==> config.mk <==
export PLATFORM = sky130hd
export DESIGN_NAME = sprite_post_vertical_clip_core
export DESIGN_NICKNAME = d
export VERILOG_FILES = /design/src/hdl/spvc_pkg.sv /design/src/hdl/spvc_front.sv /design/src/hdl/spvc_div_cell.sv /design/src/hdl/spvc_back.sv /design/src/hdl/sprite_post_vertical_clip_core.sv
export SDC_FILE = /design/constraint.sdc
export NUM_CORES = 2
export LEC_CHECK = 0
export BUFFER_PORTS_ARGS = -buffer_cell sky130_fd_sc_hd__buf_2
export CORE_ASPECT_RATIO = 1.5
export CORE_MARGIN = 2
export CORE_UTILIZATION = 63
export CTS_CLUSTER_SIZE = 16
export DETAILED_ROUTE_END_ITERATION = 16
export PLACE_DENSITY = 0.8
export SETUP_SLACK_MARGIN = 0.1
export SLEW_MARGIN = 20
export SYNTH_ARGS = -nofsm -noshare
export SYNTH_HDL_FRONTEND = slang
export SYNTH_HIERARCHICAL = 1
export SYNTH_SLANG_ARGS = --single-unit
==> constraint.sdc <==
create_clock -name clk_i -period 26.7 [get_ports clk_i]
set_input_delay 8.01 -clock clk_i [delete_from_list [all_inputs] [get_ports clk_i]]
set_output_delay 8.01 -clock clk_i [all_outputs]
set_load 0.01 [all_outputs]
==> src/hdl/spvc_pkg.sv <==
// ----------------------------------------------------------------------------
// Sprite post vertical clip package
// Shared types and constants for the post projection, divider chain and
// draw command stages.
// ----------------------------------------------------------------------------
package spvc_pkg;

  // Register indexes on the configuration port (byte address 4 * index).
  localparam int unsigned CfgAddrW = 4;

  typedef enum logic [1:0] {
    REG_VIEW_HEIGHT   = 2'd0,
    REG_ROW_PITCH     = 2'd1,
    REG_BOUNCE_OFFSET = 2'd2,
    REG_BOUNCE_ENABLE = 2'd3
  } spvc_reg_e;

  typedef enum logic [1:0] {
    KIND_PLAIN   = 2'd0,
    KIND_SHADED  = 2'd1,
    KIND_CLOAKED = 2'd2
  } spvc_kind_e;

  // Texture step numerator 4194304 = 1 << 22, so the quotient has 23 bits.
  localparam int unsigned QuoW      = 23;
  localparam int unsigned DivStages = QuoW;
  localparam logic [QuoW-1:0] TexNumer = 23'h400000;

  typedef struct packed {
    logic [9:0]  view_height;
    logic [11:0] row_pitch;
    logic [31:0] bounce_offset;
    logic        bounce_enable;
  } spvc_cfg_t;

  typedef struct packed {
    logic [11:0] post_height;
    logic [7:0]  end_word;
    logic [7:0]  start_word;
    logic [15:0] source_word;
    logic [19:0] column_base;
    logic        shaded;
    logic        cloaked;
  } spvc_in_t;

  typedef struct packed {
    logic        draw;
    logic [1:0]  draw_kind;
    logic [9:0]  top_row;
    logic [10:0] row_count;
    logic [22:0] tex_step;
    logic [31:0] tex_start;
    logic [31:0] dest_offset;
    logic [15:0] source_offset;
  } spvc_out_t;

  // Everything a post carries alongside the divider.
  typedef struct packed {
    logic        draw;
    logic [1:0]  kind;
    logic [9:0]  top_row;
    logic [10:0] row_count;
    logic [16:0] clip_rows;
    logic [19:0] base;
    logic [15:0] source_offset;
    logic [11:0] divisor;
  } spvc_work_t;

  // Partial state of the restoring division handed from cell to cell.
  typedef struct packed {
    logic [11:0]     rem;
    logic [QuoW-1:0] num;
    logic [QuoW-1:0] quo;
  } spvc_div_t;

endpackage

==> src/hdl/spvc_front.sv <==
// ----------------------------------------------------------------------------
// Sprite post projection
// Projects the post's top and bottom rows in 16.16 fixed point, clips them
// to the view and seeds the divider chain. Three registered stages.
// ----------------------------------------------------------------------------
module spvc_front (
  input  logic                clk_i,
  input  logic                rst_ni,
  input  spvc_pkg::spvc_cfg_t cfg_i,
  input  logic                in_valid_i,
  output logic                in_ready_o,
  input  spvc_pkg::spvc_in_t  in_data_i,
  output logic                out_valid_o,
  input  logic                out_ready_i,
  output spvc_pkg::spvc_work_t out_work_o,
  output spvc_pkg::spvc_div_t  out_div_o
);
  import spvc_pkg::*;

  // Stage A: top offset and the two row products.
  logic        a_valid_q;
  logic        a_nodraw_q;
  logic [1:0]  a_kind_q;
  logic [11:0] a_h_q;
  logic [15:0] a_src_q;
  logic [19:0] a_base_q;
  logic [31:0] a_top_off_q;
  logic [28:0] a_p_top_q, a_p_bot_q;
  // Stage B: unclipped top and bottom rows.
  logic        b_valid_q;
  logic        b_nodraw_q;
  logic [1:0]  b_kind_q;
  logic [11:0] b_h_q;
  logic [15:0] b_src_q;
  logic [19:0] b_base_q;
  logic [15:0] b_yl_q, b_yh_q;
  // Stage C: clipped command, seed of the divider.
  logic        c_valid_q;
  spvc_work_t  c_work_q;

  logic        a_ready, b_ready, c_ready;
  logic [6:0]  end_row, start_row;
  logic [21:0] sstep;
  logic [31:0] top_off_d, half_bounce;
  logic [31:0] yl_sum, yh_sum;
  logic [1:0]  kind_d;
  logic signed [16:0] yl_s, yh_s, vh_s, yh_c, yl_c, span;
  logic [16:0] clip_d;
  logic        draw_d;

  assign c_ready    = !c_valid_q || out_ready_i;
  assign b_ready    = !b_valid_q || c_ready;
  assign a_ready    = !a_valid_q || b_ready;
  assign in_ready_o = a_ready;

  always_comb begin
    end_row     = in_data_i.end_word[7:1];
    start_row   = in_data_i.start_word[7:1];
    sstep       = {in_data_i.post_height, 10'd0};
    half_bounce = {cfg_i.bounce_offset[31], cfg_i.bounce_offset[31:1]};
    top_off_d   = {7'd0, cfg_i.view_height, 15'd0} - {5'd0, in_data_i.post_height, 15'd0};
    if (cfg_i.bounce_enable) begin
      top_off_d = top_off_d + half_bounce;
    end
    if (!in_data_i.shaded) begin
      kind_d = KIND_PLAIN;
    end else if (in_data_i.cloaked) begin
      kind_d = KIND_CLOAKED;
    end else begin
      kind_d = KIND_SHADED;
    end
  end

  // The bottom is taken straight from the end row: top + step * (end - start)
  // wraps to the same value as top_off + step * end.
  assign yl_sum = a_top_off_q + {3'd0, a_p_top_q} + 32'h0000_FFFF;
  assign yh_sum = a_top_off_q + {3'd0, a_p_bot_q} - 32'd1;

  always_comb begin
    yl_s   = {b_yl_q[15], b_yl_q};
    yh_s   = {b_yh_q[15], b_yh_q};
    vh_s   = {7'd0, cfg_i.view_height};
    yh_c   = (yh_s >= vh_s) ? (vh_s - 17'sd1) : yh_s;
    yl_c   = yl_s[16] ? 17'sd0 : yl_s;
    clip_d = yl_s[16] ? (17'd0 - yl_s) : 17'd0;
    span   = yh_c - yl_c;
    draw_d = !b_nodraw_q && !(yl_c > yh_c);
  end

  always_ff @(posedge clk_i or negedge rst_ni) begin
    if (!rst_ni) begin
      a_valid_q <= 1'b0;
      b_valid_q <= 1'b0;
      c_valid_q <= 1'b0;
    end else begin
      if (a_ready) a_valid_q <= in_valid_i;
      if (b_ready) b_valid_q <= a_valid_q;
      if (c_ready) c_valid_q <= b_valid_q;
    end
  end

  always_ff @(posedge clk_i) begin
    if (a_ready && in_valid_i) begin
      a_nodraw_q  <= (end_row == 7'd0) || (in_data_i.post_height == 12'd0);
      a_kind_q    <= kind_d;
      a_h_q       <= in_data_i.post_height;
      a_src_q     <= in_data_i.source_word + {9'd0, start_row};
      a_base_q    <= in_data_i.column_base;
      a_top_off_q <= top_off_d;
      a_p_top_q   <= {7'd0, sstep} * {22'd0, start_row};
      a_p_bot_q   <= {7'd0, sstep} * {22'd0, end_row};
    end
    if (b_ready && a_valid_q) begin
      b_nodraw_q <= a_nodraw_q;
      b_kind_q   <= a_kind_q;
      b_h_q      <= a_h_q;
      b_src_q    <= a_src_q;
      b_base_q   <= a_base_q;
      b_yl_q     <= yl_sum[31:16];
      b_yh_q     <= yh_sum[31:16];
    end
    if (c_ready && b_valid_q) begin
      c_work_q.draw          <= draw_d;
      c_work_q.kind          <= b_kind_q;
      c_work_q.top_row       <= yl_c[9:0];
      c_work_q.row_count     <= span[10:0] + 11'd1;
      c_work_q.clip_rows     <= clip_d;
      c_work_q.base          <= b_base_q;
      c_work_q.source_offset <= b_src_q;
      c_work_q.divisor       <= b_h_q;
    end
  end

  assign out_valid_o    = c_valid_q;
  assign out_work_o     = c_work_q;
  assign out_div_o.rem  = 12'd0;
  assign out_div_o.num  = TexNumer;
  assign out_div_o.quo  = '0;

endmodule

==> src/hdl/spvc_div_cell.sv <==
// ----------------------------------------------------------------------------
// Divider cell
// One restoring division step: shifts in one numerator bit, trial-subtracts
// the divisor and appends one quotient bit. The post rides along.
// ----------------------------------------------------------------------------
module spvc_div_cell (
  input  logic                 clk_i,
  input  logic                 rst_ni,
  input  logic                 in_valid_i,
  output logic                 in_ready_o,
  input  spvc_pkg::spvc_work_t in_work_i,
  input  spvc_pkg::spvc_div_t  in_div_i,
  output logic                 out_valid_o,
  input  logic                 out_ready_i,
  output spvc_pkg::spvc_work_t out_work_o,
  output spvc_pkg::spvc_div_t  out_div_o
);
  import spvc_pkg::*;

  logic       valid_q;
  spvc_work_t work_q;
  spvc_div_t  div_q, div_d;
  logic [12:0] trial, diff;
  logic        fits;

  assign in_ready_o = !valid_q || out_ready_i;

  // A zero divisor only occurs on posts that are not drawn.
  always_comb begin
    trial     = {in_div_i.rem, in_div_i.num[QuoW-1]};
    diff      = trial - {1'b0, in_work_i.divisor};
    fits      = (trial >= {1'b0, in_work_i.divisor});
    div_d.rem = fits ? diff[11:0] : trial[11:0];
    div_d.num = {in_div_i.num[QuoW-2:0], 1'b0};
    div_d.quo = {in_div_i.quo[QuoW-2:0], fits};
  end

  always_ff @(posedge clk_i or negedge rst_ni) begin
    if (!rst_ni) begin
      valid_q <= 1'b0;
    end else if (in_ready_o) begin
      valid_q <= in_valid_i;
    end
  end

  always_ff @(posedge clk_i) begin
    if (in_ready_o && in_valid_i) begin
      work_q <= in_work_i;
      div_q  <= div_d;
    end
  end

  assign out_valid_o = valid_q;
  assign out_work_o  = work_q;
  assign out_div_o   = div_q;

endmodule

==> src/hdl/spvc_back.sv <==
// ----------------------------------------------------------------------------
// Draw command stage
// Forms the starting texture fraction and destination offset, and holds the
// finished command in the output register.
// ----------------------------------------------------------------------------
module spvc_back (
  input  logic                 clk_i,
  input  logic                 rst_ni,
  input  spvc_pkg::spvc_cfg_t  cfg_i,
  input  logic                 in_valid_i,
  output logic                 in_ready_o,
  input  spvc_pkg::spvc_work_t in_work_i,
  input  spvc_pkg::spvc_div_t  in_div_i,
  output logic                 out_valid_o,
  input  logic                 out_ready_i,
  output spvc_pkg::spvc_out_t  out_data_o
);
  import spvc_pkg::*;

  logic        m_valid_q;
  spvc_work_t  m_work_q;
  logic [QuoW-1:0] m_step_q;
  logic [31:0] m_frac_q;
  logic [21:0] m_rowp_q;
  logic        o_valid_q;
  spvc_out_t   o_data_q, o_data_d;
  logic        m_ready;
  logic [39:0] frac_full;
  logic [31:0] dest;

  assign in_ready_o = !m_valid_q || m_ready;
  assign m_ready    = !o_valid_q || out_ready_i;

  assign frac_full = {17'd0, in_div_i.quo} * {23'd0, in_work_i.clip_rows};
  assign dest      = {12'd0, m_work_q.base} + {10'd0, m_rowp_q};

  // A post that is not drawn reports zero in every field.
  always_comb begin
    o_data_d.draw          = m_work_q.draw;
    o_data_d.draw_kind     = m_work_q.kind;
    o_data_d.top_row       = m_work_q.top_row;
    o_data_d.row_count     = m_work_q.row_count;
    o_data_d.tex_step      = m_step_q;
    o_data_d.tex_start     = m_frac_q;
    o_data_d.dest_offset   = dest;
    o_data_d.source_offset = m_work_q.source_offset;
    if (!m_work_q.draw) begin
      o_data_d = '0;
    end
  end

  always_ff @(posedge clk_i or negedge rst_ni) begin
    if (!rst_ni) begin
      m_valid_q <= 1'b0;
      o_valid_q <= 1'b0;
    end else begin
      if (in_ready_o) m_valid_q <= in_valid_i;
      if (m_ready)    o_valid_q <= m_valid_q;
    end
  end

  always_ff @(posedge clk_i) begin
    if (in_ready_o && in_valid_i) begin
      m_work_q <= in_work_i;
      m_step_q <= in_div_i.quo;
      m_frac_q <= frac_full[31:0];
      m_rowp_q <= {10'd0, cfg_i.row_pitch} * {12'd0, in_work_i.top_row};
    end
    if (m_ready && m_valid_q) begin
      o_data_q <= o_data_d;
    end
  end

  assign out_valid_o = o_valid_q;
  assign out_data_o  = o_data_q;

endmodule

==> src/hdl/sprite_post_vertical_clip_core.sv <==
// ----------------------------------------------------------------------------
// Sprite post vertical clip core
// Turns one opaque post of a scaled sprite column into a column-draw command.
// ----------------------------------------------------------------------------
// The block takes one post beat per clock while the output is not stalled and
// returns one command beat per post, in order, through the projection and
// clipping stages, 23 divider cells (one quotient bit of the texture step
// each) and the stages that form the texture fraction, the destination
// offset and the output register. Every stage holds its own beat, so a
// stall at the output fills the pipeline's empty places before the input
// is held off. Registers are written over the APB port at byte address
// 4 * index and should only change while no post is in flight.
module sprite_post_vertical_clip_core (
  input  logic                         clk_i,
  input  logic                         rst_ni,
  input  logic                         psel,
  input  logic                         penable,
  input  logic                         pwrite,
  input  logic [spvc_pkg::CfgAddrW-1:0] paddr,
  input  logic [31:0]                  pwdata,
  output logic [31:0]                  prdata,
  output logic                         pready,
  input  logic                         in_valid_i,
  output logic                         in_ready_o,
  input  spvc_pkg::spvc_in_t           in_data_i,
  output logic                         out_valid_o,
  input  logic                         out_ready_i,
  output spvc_pkg::spvc_out_t          out_data_o
);
  import spvc_pkg::*;

  spvc_cfg_t  cfg_q;
  spvc_reg_e  reg_sel;
  logic       wr_en;

  logic       valid_c [DivStages+1];
  logic       ready_c [DivStages+1];
  spvc_work_t work_c  [DivStages+1];
  spvc_div_t  div_c   [DivStages+1];

  assign pready  = 1'b1;
  assign reg_sel = spvc_reg_e'(paddr[3:2]);
  assign wr_en   = psel && penable && pwrite && pready;

  always_ff @(posedge clk_i or negedge rst_ni) begin
    if (!rst_ni) begin
      cfg_q.view_height   <= 10'd200;
      cfg_q.row_pitch     <= 12'd320;
      cfg_q.bounce_offset <= 32'd0;
      cfg_q.bounce_enable <= 1'b0;
    end else if (wr_en) begin
      case (reg_sel)
        REG_VIEW_HEIGHT:   cfg_q.view_height   <= pwdata[9:0];
        REG_ROW_PITCH:     cfg_q.row_pitch     <= pwdata[11:0];
        REG_BOUNCE_OFFSET: cfg_q.bounce_offset <= pwdata;
        REG_BOUNCE_ENABLE: cfg_q.bounce_enable <= pwdata[0];
        default: ;
      endcase
    end
  end

  always_comb begin
    case (reg_sel)
      REG_VIEW_HEIGHT:   prdata = {22'd0, cfg_q.view_height};
      REG_ROW_PITCH:     prdata = {20'd0, cfg_q.row_pitch};
      REG_BOUNCE_OFFSET: prdata = cfg_q.bounce_offset;
      REG_BOUNCE_ENABLE: prdata = {31'd0, cfg_q.bounce_enable};
      default:           prdata = 32'd0;
    endcase
  end

  spvc_front u_front (
    .clk_i       (clk_i),
    .rst_ni      (rst_ni),
    .cfg_i       (cfg_q),
    .in_valid_i  (in_valid_i),
    .in_ready_o  (in_ready_o),
    .in_data_i   (in_data_i),
    .out_valid_o (valid_c[0]),
    .out_ready_i (ready_c[0]),
    .out_work_o  (work_c[0]),
    .out_div_o   (div_c[0])
  );

  for (genvar i = 0; i < DivStages; i++) begin : g_cell
    spvc_div_cell u_cell (
      .clk_i       (clk_i),
      .rst_ni      (rst_ni),
      .in_valid_i  (valid_c[i]),
      .in_ready_o  (ready_c[i]),
      .in_work_i   (work_c[i]),
      .in_div_i    (div_c[i]),
      .out_valid_o (valid_c[i+1]),
      .out_ready_i (ready_c[i+1]),
      .out_work_o  (work_c[i+1]),
      .out_div_o   (div_c[i+1])
    );
  end

  spvc_back u_back (
    .clk_i       (clk_i),
    .rst_ni      (rst_ni),
    .cfg_i       (cfg_q),
    .in_valid_i  (valid_c[DivStages]),
    .in_ready_o  (ready_c[DivStages]),
    .in_work_i   (work_c[DivStages]),
    .in_div_i    (div_c[DivStages]),
    .out_valid_o (out_valid_o),
    .out_ready_i (out_ready_i),
    .out_data_o  (out_data_o)
  );

endmodule

==> results.sh <==
export IMPL_clkLatencyLatePin_ps=870
export IMPL_cts_resized=0
export IMPL_path_class="primary input to output pin"
export IMPL_final_area_mm2=0.167
export IMPL_grt_pass1_vias=83997
export IMPL_fillCellCount=15200
export IMPL_drv_cap=0
export IMPL_areaGrowthSynthToFinish_pct=9.67
export IMPL_finClkSkew_ps=58.1
export IMPL_antenna_found_initial=8
export IMPL_drt_iter0_markers=4744
export IMPL_die_area_mm2=0.246
export IMPL_final_max_slew_viol_count=0
export IMPL_hp_class="flop to flop"
export IMPL_syn_area_mm2=0.152
export IMPL_cp_max_fo=4
export IMPL_clkTransAtPathRegs_ps=70
export IMPL_tns_ps=0
export IMPL_fp_row_count=221
export IMPL_ios=271
export IMPL_hold_viol=0
export IMPL_cp_data_required_time_ps=18690
export IMPL_wl_per_cell_um=21.4
export IMPL_avgSynthCellArea_um2=15.8
export IMPL_grt_max_degree=71
export IMPL_cts_hold_buf=0
export IMPL_end_kind="output pin"
export IMPL_first_pass_iters=9
export IMPL_drc_errors=0
export IMPL_numPortBuffers=256
export IMPL_drive_gt1_share_pct=11.8
export IMPL_htree_levels=5
export IMPL_die_w_um=406
export IMPL_setup_worst_path_start_class="primary input"
export IMPL_postLayoutCoreUtil_pct=69.3
export IMPL_synthCells=9632
export IMPL_floorplan_initialDensity_pct=63.2
export IMPL_dp_hpwl_mm=194
export IMPL_min_delay_path_depth=0
export IMPL_post_dp_cell_area_mm2=0.157
export IMPL_place_congestion=0.944
export IMPL_fp_coreArea_mm2=0.241
export IMPL_arrival_ps=13460
export IMPL_drt_total_wl_mm=290
export IMPL_fin_crit_sh_pct=80.4
export IMPL_cts_buffers=309
export IMPL_viasPerCell=5.70
export IMPL_cts_setup_buffers=0
export IMPL_grt_total_usage_pct=23.9
export IMPL_ant_nets=0
export IMPL_grt_pass1_wl_mm=453
export IMPL_layout_cells_most_common="edfxtp_1"
export IMPL_vias=77286
export IMPL_max_slew_margin_pct=25.9
export IMPL_finalSetupViolCount=0
export IMPL_outcome="completed"
export IMPL_clock_sinks=3459
export IMPL_root_buffer="clkbuf_16"
export IMPL_fin_nets=11360
export IMPL_worst_pin_slew_ps=1100
export IMPL_fp_dieH_um=606
export IMPL_finalCriticalPeriod_ps=21470
export IMPL_overflow=0
export IMPL_ys_warnings_count=6
export IMPL_clockBufferDepth=4
export IMPL_rsz0062_at_grt="false"
export IMPL_fmax_mhz=46.6
export IMPL_cts_tree="built"
export IMPL_r2r_cells=20
export IMPL_layout_common_cells="3376 x edfxtp_1, 1106 x inv_1, 671 x ha_1"
## registers in the layout, summed over array words and instances, names as in the netlist, 19 cells and up
name / cells
u_back/m_step_q: 23
g_cell.u_cell/out_valid_o: 23
g_cell.u_cell/out_div_o: 793
cfg_q: 55
u_back/out_data_o: 118
u_back/m_work_q: 60
u_front/a_p_top_q: 19
u_back/m_rowp_q: 22
u_front/a_base_q: 20
u_front/a_p_bot_q: 19
u_front/b_base_q: 20
g_cell.u_cell/out_work_o: 2035
u_front/out_work_o: 89
u_front/a_top_off_q: 32
u_back/m_frac_q: 32
## final timing paths
kind / slack (ps) / from / endpoint
max: 5230 / out_ready_i / in_ready_o
min: 390 / g_cell[10].u_cell/out_work_o[80] / g_cell[11].u_cell/out_work_o[80]
max reg2reg: 19570 / g_cell[22].u_cell/out_work_o[52] / u_back/m_frac_q[31]
min reg2reg: 390 / g_cell[10].u_cell/out_work_o[80] / g_cell[11].u_cell/out_work_o[80]
max in group asynchronous: 18440 / rst_ni / g_cell[22].u_cell/out_valid_o
min in group asynchronous: 7090 / rst_ni / cfg_q[29]
## per-stage QoR
stage / worst slack [ps] / instances / hold WS (ps)
finish: 5230 / 13564 / 392
floorplan: 6640 / 9674 / 400
CTS: 5190 / 13545 / 392
global route: 4700 / 13562 / 398
global placement: 5570 / 12992 / 400
detailed placement: 5530 / 12995 / 405
## metal layers
metal,track usage [%],routed length [um]
met3,3.78,13500
met1,23.3,94000
met2,45.9,162000
met5,0,63
met4,15.9,21300
## critical path, cell delays in order
cell	delay (ps)
buf_2	100
nand3b_1	190
nand2b_1	200
nand2b_1	190
nand2b_1	200
nand2b_1	210
nand2b_1	210
nand2b_1	190
nand2b_1	200
nand2b_1	210
nand2b_1	200
nand2b_1	200
nand2b_1	210
nand2b_1	210
nand2b_1	200
nand2b_1	210
nand2b_1	210
nand2b_1	200
nand2b_1	210
nand2b_1	200
nand2b_1	180
nand2b_1	180
nand2b_1	180
nand2b_1	190
nand2b_1	210
nor2b_1	180
nand3_1	180
buf_2	180
## final cells by class
| class | count | area [um^2] | area share, % |
|---|---|---|---|
| clock inverter | 180 | 1800 | 1.08 |
| inverter | 1107 | 4160 | 2.49 |
| sequential | 3459 | 103000 | 61.9 |
| multi-input combinational | 4870 | 43700 | 26.1 |
| timing repair buffer | 342 | 1970 | 1.18 |
| antenna | 3 | 7.51 | 0.00449 |
| tap | 3233 | 4050 | 2.42 |
| clock buffer | 370 | 8080 | 4.83 |
Power is left out: the tool's default activity adds up to more than one toggle a clock period on the data nets, which glitch-free logic cannot reach.
